==> src/hdl/pfmt_pkg.sv <==
// ----------------------------------------------------------------------------
// pfmt_pkg
// Types and constants shared by the flow meter totalizer core, its serial
// rate unit and its port checker.
// ----------------------------------------------------------------------------
package pfmt_pkg;

  localparam int PULSE_W    = 24;
  localparam int ML_W       = 24;
  localparam int TIMER_W    = 16;
  localparam int SINCE_W    = 32;
  localparam int VOL_W      = 48;
  localparam int RATE_W     = 40;
  localparam int PROD_W     = 58;   // window volume times the rate scale
  localparam int STEP_W     = 6;    // counts up to PROD_W - 1
  localparam int SCALE_W    = 10;
  localparam int CFG_IDX_W  = 3;
  localparam int CFG_DATA_W = 48;

  localparam logic [SCALE_W-1:0] RATE_SCALE = 10'd1000;   // ticks per second

  localparam logic [ML_W-1:0]    ML_RESET     = 24'd145635;
  localparam logic [VOL_W-1:0]   TANK_RESET   = 48'd327680000;
  localparam logic [TIMER_W-1:0] WINDOW_RESET = 16'd500;
  localparam logic [TIMER_W-1:0] DECAY_RESET  = 16'd1000;
  localparam logic [SINCE_W-1:0] STOP_RESET   = 32'd3000;

  typedef enum logic [CFG_IDX_W-1:0] {
    REG_ML_PER_PULSE    = 3'd0,
    REG_TANK_CAPACITY   = 3'd1,
    REG_WINDOW_MS       = 3'd2,
    REG_DECAY_MS        = 3'd3,
    REG_STOP_TIMEOUT_MS = 3'd4
  } cfg_reg_t;

  typedef struct packed {
    logic [1:0] pulse_edges;
    logic       clear_volume;
  } in_t;

  typedef struct packed {
    logic [VOL_W-1:0]  volume_total;
    logic [VOL_W-1:0]  volume_remaining;
    logic [RATE_W-1:0] flow_rate;
    logic              flow_stopped;
    logic              window_done;
  } out_t;

  typedef enum logic [1:0] {
    ST_IDLE,
    ST_CALC,
    ST_FINISH
  } top_state_t;

  typedef enum logic [1:0] {
    U_IDLE,
    U_MUL,
    U_LOAD,
    U_DIV
  } unit_state_t;

  typedef struct packed {
    logic delta_valid;   // window volume shown on delta this cycle
    logic done;          // rate shown on rate, one cycle
  } unit_status_t;

endpackage

==> src/hdl/pfmt_rate_unit.sv <==
// ----------------------------------------------------------------------------
// pfmt_rate_unit
// Serial window arithmetic: pulses times mL-per-pulse by shift-add, one
// multiplier bit a cycle, then times 1000 the same way, then a restoring
// divide by the window length, one quotient bit a cycle.
// ----------------------------------------------------------------------------
module pfmt_rate_unit (
  input  logic                           clk,
  input  logic                           rst,
  input  logic                           start,
  input  logic [pfmt_pkg::PULSE_W-1:0]   pulses,
  input  logic [pfmt_pkg::ML_W-1:0]      ml,
  input  logic [pfmt_pkg::TIMER_W-1:0]   len,
  output logic [pfmt_pkg::VOL_W-1:0]     delta,
  output logic [pfmt_pkg::RATE_W-1:0]    rate,
  output pfmt_pkg::unit_status_t         status
);
  import pfmt_pkg::*;

  unit_state_t         state, state_next;
  logic [PROD_W-1:0]   acc;
  logic [PROD_W-1:0]   mcand;      // multiplicand, then quotient
  logic [PULSE_W-1:0]  mplier;
  logic [STEP_W-1:0]   cnt;
  logic                scale_pass;
  logic [TIMER_W-1:0]  rem;
  logic                done;

  logic                last_mul, last_div, fits;
  logic [TIMER_W:0]    trial, diff;
  logic [PROD_W-1:0]   q_next;

  assign last_mul = scale_pass ? (cnt == STEP_W'(SCALE_W - 1))
                               : (cnt == STEP_W'(PULSE_W - 1));
  assign last_div = (cnt == STEP_W'(PROD_W - 1));
  assign trial    = {rem, acc[PROD_W-1]};
  assign diff     = trial - {1'b0, len};
  assign fits     = (trial >= {1'b0, len});
  assign q_next   = {mcand[PROD_W-2:0], fits};

  always_ff @(posedge clk) begin
    if (rst) begin
      state <= U_IDLE;
    end else begin
      state <= state_next;
    end
  end

  always_comb begin
    state_next = state;
    unique case (state)
      U_IDLE: begin
        if (start) state_next = U_MUL;
      end
      U_MUL: begin
        if (last_mul) state_next = scale_pass ? U_DIV : U_LOAD;
      end
      U_LOAD: begin
        state_next = U_MUL;
      end
      U_DIV: begin
        if (last_div) state_next = U_IDLE;
      end
      default: state_next = U_IDLE;
    endcase
  end

  always_ff @(posedge clk) begin
    if (rst) begin
      done <= 1'b0;
    end else begin
      done <= (state == U_DIV) && last_div;
    end
  end

  always_ff @(posedge clk) begin
    case (state)
      U_IDLE: begin
        if (start) begin
          acc        <= '0;
          mcand      <= PROD_W'(ml);
          mplier     <= pulses;
          cnt        <= '0;
          scale_pass <= 1'b0;
        end
      end
      U_MUL: begin
        if (mplier[0]) acc <= acc + mcand;
        mcand  <= {mcand[PROD_W-2:0], 1'b0};
        mplier <= {1'b0, mplier[PULSE_W-1:1]};
        cnt    <= last_mul ? '0 : cnt + STEP_W'(1);
        rem    <= '0;
      end
      U_LOAD: begin
        // acc holds the window volume, scale it by the tick rate next
        mcand      <= acc;
        mplier     <= PULSE_W'(RATE_SCALE);
        acc        <= '0;
        cnt        <= '0;
        scale_pass <= 1'b1;
      end
      U_DIV: begin
        rem   <= fits ? diff[TIMER_W-1:0] : trial[TIMER_W-1:0];
        acc   <= {acc[PROD_W-2:0], 1'b0};
        mcand <= q_next;
        cnt   <= cnt + STEP_W'(1);
        if (last_div) begin
          rate <= (|q_next[PROD_W-1:RATE_W]) ? '1 : q_next[RATE_W-1:0];
        end
      end
      default: ;
    endcase
  end

  assign delta              = acc[VOL_W-1:0];
  assign status.delta_valid = (state == U_LOAD);
  assign status.done        = done;

endmodule

==> src/hdl/pulse_flow_meter_totalizer_core.sv <==
// ----------------------------------------------------------------------------
// pulse_flow_meter_totalizer_core
// Millisecond tick totalizer: counts sensor pulses per window, keeps total
// and remaining volume, window flow rate and a flow-stopped flag.
//
//   channel   dir  handshake              word
//   in        in   in_valid / in_ready    in_t  (pulse_edges, clear_volume)
//   out       out  out_valid / out_ready  out_t (volumes, rate, flags)
//   cfg       in   cfg_we                 cfg_index, cfg_data
//
// a tick that ends no window, or ends one without pulses, goes straight to
// the finish state; a tick that ends a window with pulses first runs 24
// multiply steps, a reload, 10 scale steps and 58 divide steps in the serial
// rate unit, then hands the word over
// one word is in flight at a time; out holds its word until taken
// reset loads the default registers and the default tank capacity
// ----------------------------------------------------------------------------
module pulse_flow_meter_totalizer_core (
  input  logic                              clk,
  input  logic                              rst,
  input  logic                              in_valid,
  output logic                              in_ready,
  input  pfmt_pkg::in_t                     in_data,
  output logic                              out_valid,
  input  logic                              out_ready,
  output pfmt_pkg::out_t                    out_data,
  input  logic                              cfg_we,
  input  logic [pfmt_pkg::CFG_IDX_W-1:0]    cfg_index,
  input  logic [pfmt_pkg::CFG_DATA_W-1:0]   cfg_data
);
  import pfmt_pkg::*;

  top_state_t          state, state_next;

  logic [ML_W-1:0]     ml_per_pulse;
  logic [TIMER_W-1:0]  window_ms;
  logic [TIMER_W-1:0]  decay_ms;
  logic [SINCE_W-1:0]  stop_timeout_ms;

  logic [PULSE_W-1:0]  window_pulses;
  logic [TIMER_W-1:0]  window_timer;
  logic [SINCE_W-1:0]  since_flow_timer;
  logic [VOL_W-1:0]    total_volume;
  logic [VOL_W-1:0]    remaining_volume;
  logic [RATE_W-1:0]   rate_value;
  logic                done_flag;

  logic                in_accept, can_load, window_hit, calc_start;
  logic [TIMER_W-1:0]  len;
  logic [PULSE_W:0]    pulses_sum;
  logic [PULSE_W-1:0]  pulses_sat;
  logic [TIMER_W-1:0]  timer_inc;
  logic [SINCE_W-1:0]  since_inc;
  logic [VOL_W:0]      total_sum;

  logic [VOL_W-1:0]    delta;
  logic [RATE_W-1:0]   unit_rate;
  unit_status_t        unit_status;

  assign in_ready   = (state == ST_IDLE);
  assign in_accept  = in_valid && in_ready;
  assign can_load   = !out_valid || out_ready;

  assign len        = (window_ms == '0) ? TIMER_W'(1) : window_ms;
  assign pulses_sum = {1'b0, window_pulses} + (PULSE_W + 1)'(in_data.pulse_edges);
  assign pulses_sat = pulses_sum[PULSE_W] ? '1 : pulses_sum[PULSE_W-1:0];
  assign timer_inc  = (&window_timer) ? window_timer : window_timer + TIMER_W'(1);
  assign since_inc  = (&since_flow_timer) ? since_flow_timer
                                          : since_flow_timer + SINCE_W'(1);
  assign window_hit = (timer_inc >= len);
  assign calc_start = in_accept && !in_data.clear_volume && window_hit
                      && (pulses_sat != '0);
  assign total_sum  = {1'b0, total_volume} + {1'b0, delta};

  pfmt_rate_unit u_rate (
    .clk    (clk),
    .rst    (rst),
    .start  (calc_start),
    .pulses (pulses_sat),
    .ml     (ml_per_pulse),
    .len    (len),
    .delta  (delta),
    .rate   (unit_rate),
    .status (unit_status)
  );

  always_ff @(posedge clk) begin
    if (rst) begin
      state <= ST_IDLE;
    end else begin
      state <= state_next;
    end
  end

  always_comb begin
    state_next = state;
    unique case (state)
      ST_IDLE: begin
        if (in_accept) state_next = calc_start ? ST_CALC : ST_FINISH;
      end
      ST_CALC: begin
        if (unit_status.done) state_next = ST_FINISH;
      end
      ST_FINISH: begin
        if (can_load) state_next = ST_IDLE;
      end
      default: state_next = ST_IDLE;
    endcase
  end

  always_ff @(posedge clk) begin
    if (rst) begin
      ml_per_pulse     <= ML_RESET;
      window_ms        <= WINDOW_RESET;
      decay_ms         <= DECAY_RESET;
      stop_timeout_ms  <= STOP_RESET;
      window_pulses    <= '0;
      window_timer     <= '0;
      since_flow_timer <= '0;
      total_volume     <= '0;
      remaining_volume <= TANK_RESET;
      rate_value       <= '0;
      done_flag        <= 1'b0;
    end else begin
      if (in_accept) begin
        if (in_data.clear_volume) begin
          window_pulses    <= '0;
          window_timer     <= '0;
          since_flow_timer <= '0;
          total_volume     <= '0;
          rate_value       <= '0;
          done_flag        <= 1'b0;
        end else if (window_hit) begin
          window_pulses <= '0;
          window_timer  <= '0;
          done_flag     <= 1'b1;
          if (pulses_sat != '0) begin
            since_flow_timer <= '0;
          end else begin
            since_flow_timer <= since_inc;
            // idle window: rate decays once flow has been gone long enough
            if (since_inc > SINCE_W'(decay_ms)) rate_value <= '0;
          end
        end else begin
          window_pulses    <= pulses_sat;
          window_timer     <= timer_inc;
          since_flow_timer <= since_inc;
          done_flag        <= 1'b0;
        end
      end

      if (unit_status.delta_valid) begin
        total_volume     <= total_sum[VOL_W] ? '1 : total_sum[VOL_W-1:0];
        remaining_volume <= (remaining_volume > delta) ? remaining_volume - delta : '0;
      end
      if (unit_status.done) rate_value <= unit_rate;

      if (cfg_we) begin
        unique case (cfg_reg_t'(cfg_index))
          REG_ML_PER_PULSE:    ml_per_pulse     <= cfg_data[ML_W-1:0];
          REG_TANK_CAPACITY:   remaining_volume <= cfg_data[VOL_W-1:0];
          REG_WINDOW_MS:       window_ms        <= cfg_data[TIMER_W-1:0];
          REG_DECAY_MS:        decay_ms         <= cfg_data[TIMER_W-1:0];
          REG_STOP_TIMEOUT_MS: stop_timeout_ms  <= cfg_data[SINCE_W-1:0];
          default: ;
        endcase
      end
    end
  end

  always_ff @(posedge clk) begin
    if (rst) begin
      out_valid <= 1'b0;
    end else if ((state == ST_FINISH) && can_load) begin
      out_valid <= 1'b1;
    end else if (out_ready) begin
      out_valid <= 1'b0;
    end
  end

  always_ff @(posedge clk) begin
    if ((state == ST_FINISH) && can_load) begin
      out_data.volume_total     <= total_volume;
      out_data.volume_remaining <= remaining_volume;
      out_data.flow_rate        <= rate_value;
      out_data.flow_stopped     <= (since_flow_timer > stop_timeout_ms);
      out_data.window_done      <= done_flag;
    end
  end

endmodule

==> config.mk <==
export PLATFORM = sky130hd
export DESIGN_NAME = pulse_flow_meter_totalizer_core
export DESIGN_NICKNAME = d
export VERILOG_FILES = /design/src/hdl/pfmt_pkg.sv /design/src/hdl/pfmt_rate_unit.sv /design/src/hdl/pulse_flow_meter_totalizer_core.sv
export SDC_FILE = /design/constraint.sdc
export NUM_CORES = 2
export LEC_CHECK = 0
export BUFFER_PORTS_ARGS = -buffer_cell sky130_fd_sc_hd__buf_2
export CELL_PAD_IN_SITES_DETAIL_PLACEMENT = 0
export CELL_PAD_IN_SITES_GLOBAL_PLACEMENT = 1
export CORE_MARGIN = 2
export CORE_UTILIZATION = 40
export CTS_CLUSTER_DIAMETER = 120
export DETAILED_ROUTE_END_ITERATION = 8
export PLACE_DENSITY_LB_ADDON = 0.1
export SETUP_SLACK_MARGIN = 0.3
export SLEW_MARGIN = 30
export SYNTH_ARGS = -nofsm -noshare
export SYNTH_HDL_FRONTEND = slang
export SYNTH_SLANG_ARGS = --single-unit
==> constraint.sdc <==
create_clock -name clk -period 8.19 [get_ports clk]
set_input_delay 1.638 -clock clk [delete_from_list [all_inputs] [get_ports clk]]
set_output_delay 1.638 -clock clk [all_outputs]
set_load 0.005 [all_outputs]
==> run metrics <==
Post-synth EDFFs=341; Reg2Reg Launch Point=window_timer[4]; met2 wire length=60600 um; IO Pins=199; count of different cell masters after synthesis=97; Layout Nets=4429; post-synthesis simple-gate area fraction=17.0%; Slew headroom=36.1%; Clock power frac=35.8%; Synth Area per Inst=9.16 um2; die width=307 um; CP Data Arrival Time=5.89 ns; final number of setup-violating endpoints=0; setup TNS=0 ns; WHS=0.425 ns; ys async rst share=0%; DR iter-0 viols=2487; Mapped Cells=4021; CP startpoint=in_data[1]; Synth Register Bits=644; largest net degree at the start of global routing=83; Max FO, Critical Path=58; Die ar.=94500 um2; Routed wire per std cell=23.7 um; Finished Layout Cells=5373; Setup crit end kind=register; CTS Hold Buffers Added=0; HP Start=rate_value[21]; routed vias/inst=5.75; global route overflow=0; placed wire-length estimate=94000 um; Post-Synth Adder-Cell Area=8.56%; setup ws final=2.56 ns; vias in the first global route=29400; Synth top cells by count=nand2_1, edfxtp_1, a21oi_1; row cnt=111; Placement Cell Area=38900 um2; dpl cells=5228; root buffer cell=clkbuf_16; Worst-Skew Late Latency=0.67 ns; Final Wtd Congestion=0.908; Area growth syn-to-layout=12.4%; ranking of synthesized cells by area=edfxtp_1, dfxtp_1, ha_1, nand2_1, a21oi_1; via count=30900; initial antenna violation count=8; CTS HTree Levels=3; core area=91500 um2; leakage=16.3 nW; Clock Tree Buf Depth=3; wire length on met1=57700 um; Crit path max-delay family=simple AND/OR/NAND/NOR gates; Sequential Area=16300 um2; min cycle time layout=5.63 ns; post-CTS sizing=0; sw power=3.17 mW; part of the power in combinational logic=23.5%; Cell Pwr Density=231 nW/um2; CP Data Required Time=8.45 ns; Clock transition at path regs=0.06 ns; worst-path cell chain=buf_2, ha_1, inv_1, fa_1, nor2b_1, nand2_1, or4_1, o2bb2ai_1, nand3_1, or4_4, nor2_1, o21a_1, inv_2, o21a_2, buf_4; Sequential Power Share=40.6%; Die Y=307 um; max-cap violations=0; mux contribution to synthesized area=0.540%; syn_nets=4329; switching share of power=33.1%; Slowest-stage cell, CP=or4_1; Final Power=9.58 mW; post-route clock skew=0.0371 ns; Setup Buffers After CTS=0; Crit Path Class=in2reg; VDD IR-drop max=0.142 mV; post-route DRC violation count=0; Pins Over Slew Limit=0; final WL=127000 um; share of cells above drive strength 1=10.4%; initial core utilization=40.2%; gr usage total=26.4%; Buf+Inv Stages, Crit Path=4; Post-Syn Area=36800 um2; antenna viol nets, final=0; Util after Layout=45.2%; synth warn=0; DP Worst Slack=1.98 ns; most common cell in the synthesized netlist=nand2_1; largest family of logic cells by synthesized area=compound AO/OA/AOI/OAI gates; Max stage delay on crit path=0.91 ns; Synth Area in Compound Gates=20.8%; final period utilization=68.8%; Max Used Layer=met5; First-pass DRT Iterations=5; final hold vios=0; PortBufs=198; Layout fillers=9044; CTS Buf Count=77; met3 routed WL=5660 um; RSZ-0062 raised after global routing=no; CTS tree=built; slew at the pin closest to its max-slew limit=0.958 ns; Synth top area share=27.8%; xor-xnor portion of the synthesized cell area=4.64%; fin area=41400 um2; first-pass GRT wire length=189000 um; internal power component=6.41 mW; top cell type by total area after synthesis=edfxtp_1; Synth Flop Type=edfxtp_1; status=finished clean; startpoint types=input port; area occupied by multi-input gates=19100 um2; Min-Delay Path Class=reg2reg; Seq/Total Area, Yosys=44.3%; f_max=0.178 GHz; TritonCTS Sinks=644
per-layer routing:
| metal | vias to the layer above | global-route usage (%) |
|---|---|---|
| met1 | 15100 | 36.1 |
| li1 | 14900 | - |
| met4 | 2 | 7.58 |
| met5 | - | 0 |
| met2 | 765 | 44.1 |
| met3 | 159 | 2.89 |
worst reg2reg max path: stages, from the launching register on:
cell	delay, ns
dfxtp_1	0.45
and4_1	0.24
and2_1	0.19
nand3_1	0.11
nor2_1	0.22
nand4_1	0.39
nand2_1	0.32
nor2_1	0.14
and3_1	0.24
xor2_1	0.15
ha_1	0.21
or4_1	0.47
a21oi_1	0.14
o211a_1	0.21
o21a_1	0.22
nand2b_1	0.21
o21a_1	0.32
inv_2	0.06
o21a_2	0.12
buf_4	0.37
flip-flops by register name (all words and copies together) (netlist names), 24 cells and up:
register          cells
u_rate.rate          40
remaining_volume     48
rate_value           40
u_rate.acc           58
stop_timeout_ms      32
since_flow_timer     32
total_volume         48
ml_per_pulse         24
u_rate.mcand         58
u_rate.mplier        24
out_data            138
window_pulses        24
power groups by stage:
| stage | combinational [mW] | clock [mW] | sequential, mW |
|---|---|---|---|
| 2_1_floorplan | 1.56 | 0 | 3.84 |
| 3_3_place_gp | 2.24 | 0 | 3.96 |
| 3_5_place_dp | 2.23 | 0 | 3.96 |
| 4_1_cts | 2.24 | 3.52 | 3.89 |
| 5_1_grt | 2.47 | 3.64 | 3.91 |
| 6_report | 2.26 | 3.43 | 3.89 |
cell families after synthesis:
group,Yosys count
flip-flops,644
adder cells (fa/ha/maj),249
AND/OR/NAND/NOR,1335
AO/OA/AOI/OAI,1184
XOR/XNOR,195
multiplexers,19
buffers and inverters,395
layout make-up:
cell class / count / area share (%)
multi-input combinational: 2982 / 46.2
antenna: 1 / 0.00605
timing repair buffer: 239 / 3.15
clock inverter: 36 / 0.810
clock buffer: 108 / 5.25
sequential: 644 / 39.4
tap: 1186 / 3.59
inverter: 177 / 1.61
worst paths after layout:
check / end / slack [ns] / cells past startpoint
hold reg to reg: out_data[23] / 0.43 / 0
hold / removal: out_data[23] / 0.43 / 0
setup reg to reg: u_rate.acc[47] / 2.95 / 19
setup / recovery: u_rate.acc[47] / 2.56 / 15
cells in the final DEF, fill, tap and decap left out, drive strengths merged, types with 88 or more instances in the layout:
master / count
nor2: 322
nor3: 95
a21o: 126
nand2: 490
xnor2: 119
a21oi: 331
buf: 239
o21ai: 230
ha: 244
inv: 179
dfxtp: 303
nand3: 99
edfxtp: 341
clkbuf: 108
a22oi: 88
No activity file was read; power rests on OpenSTA's default activity.
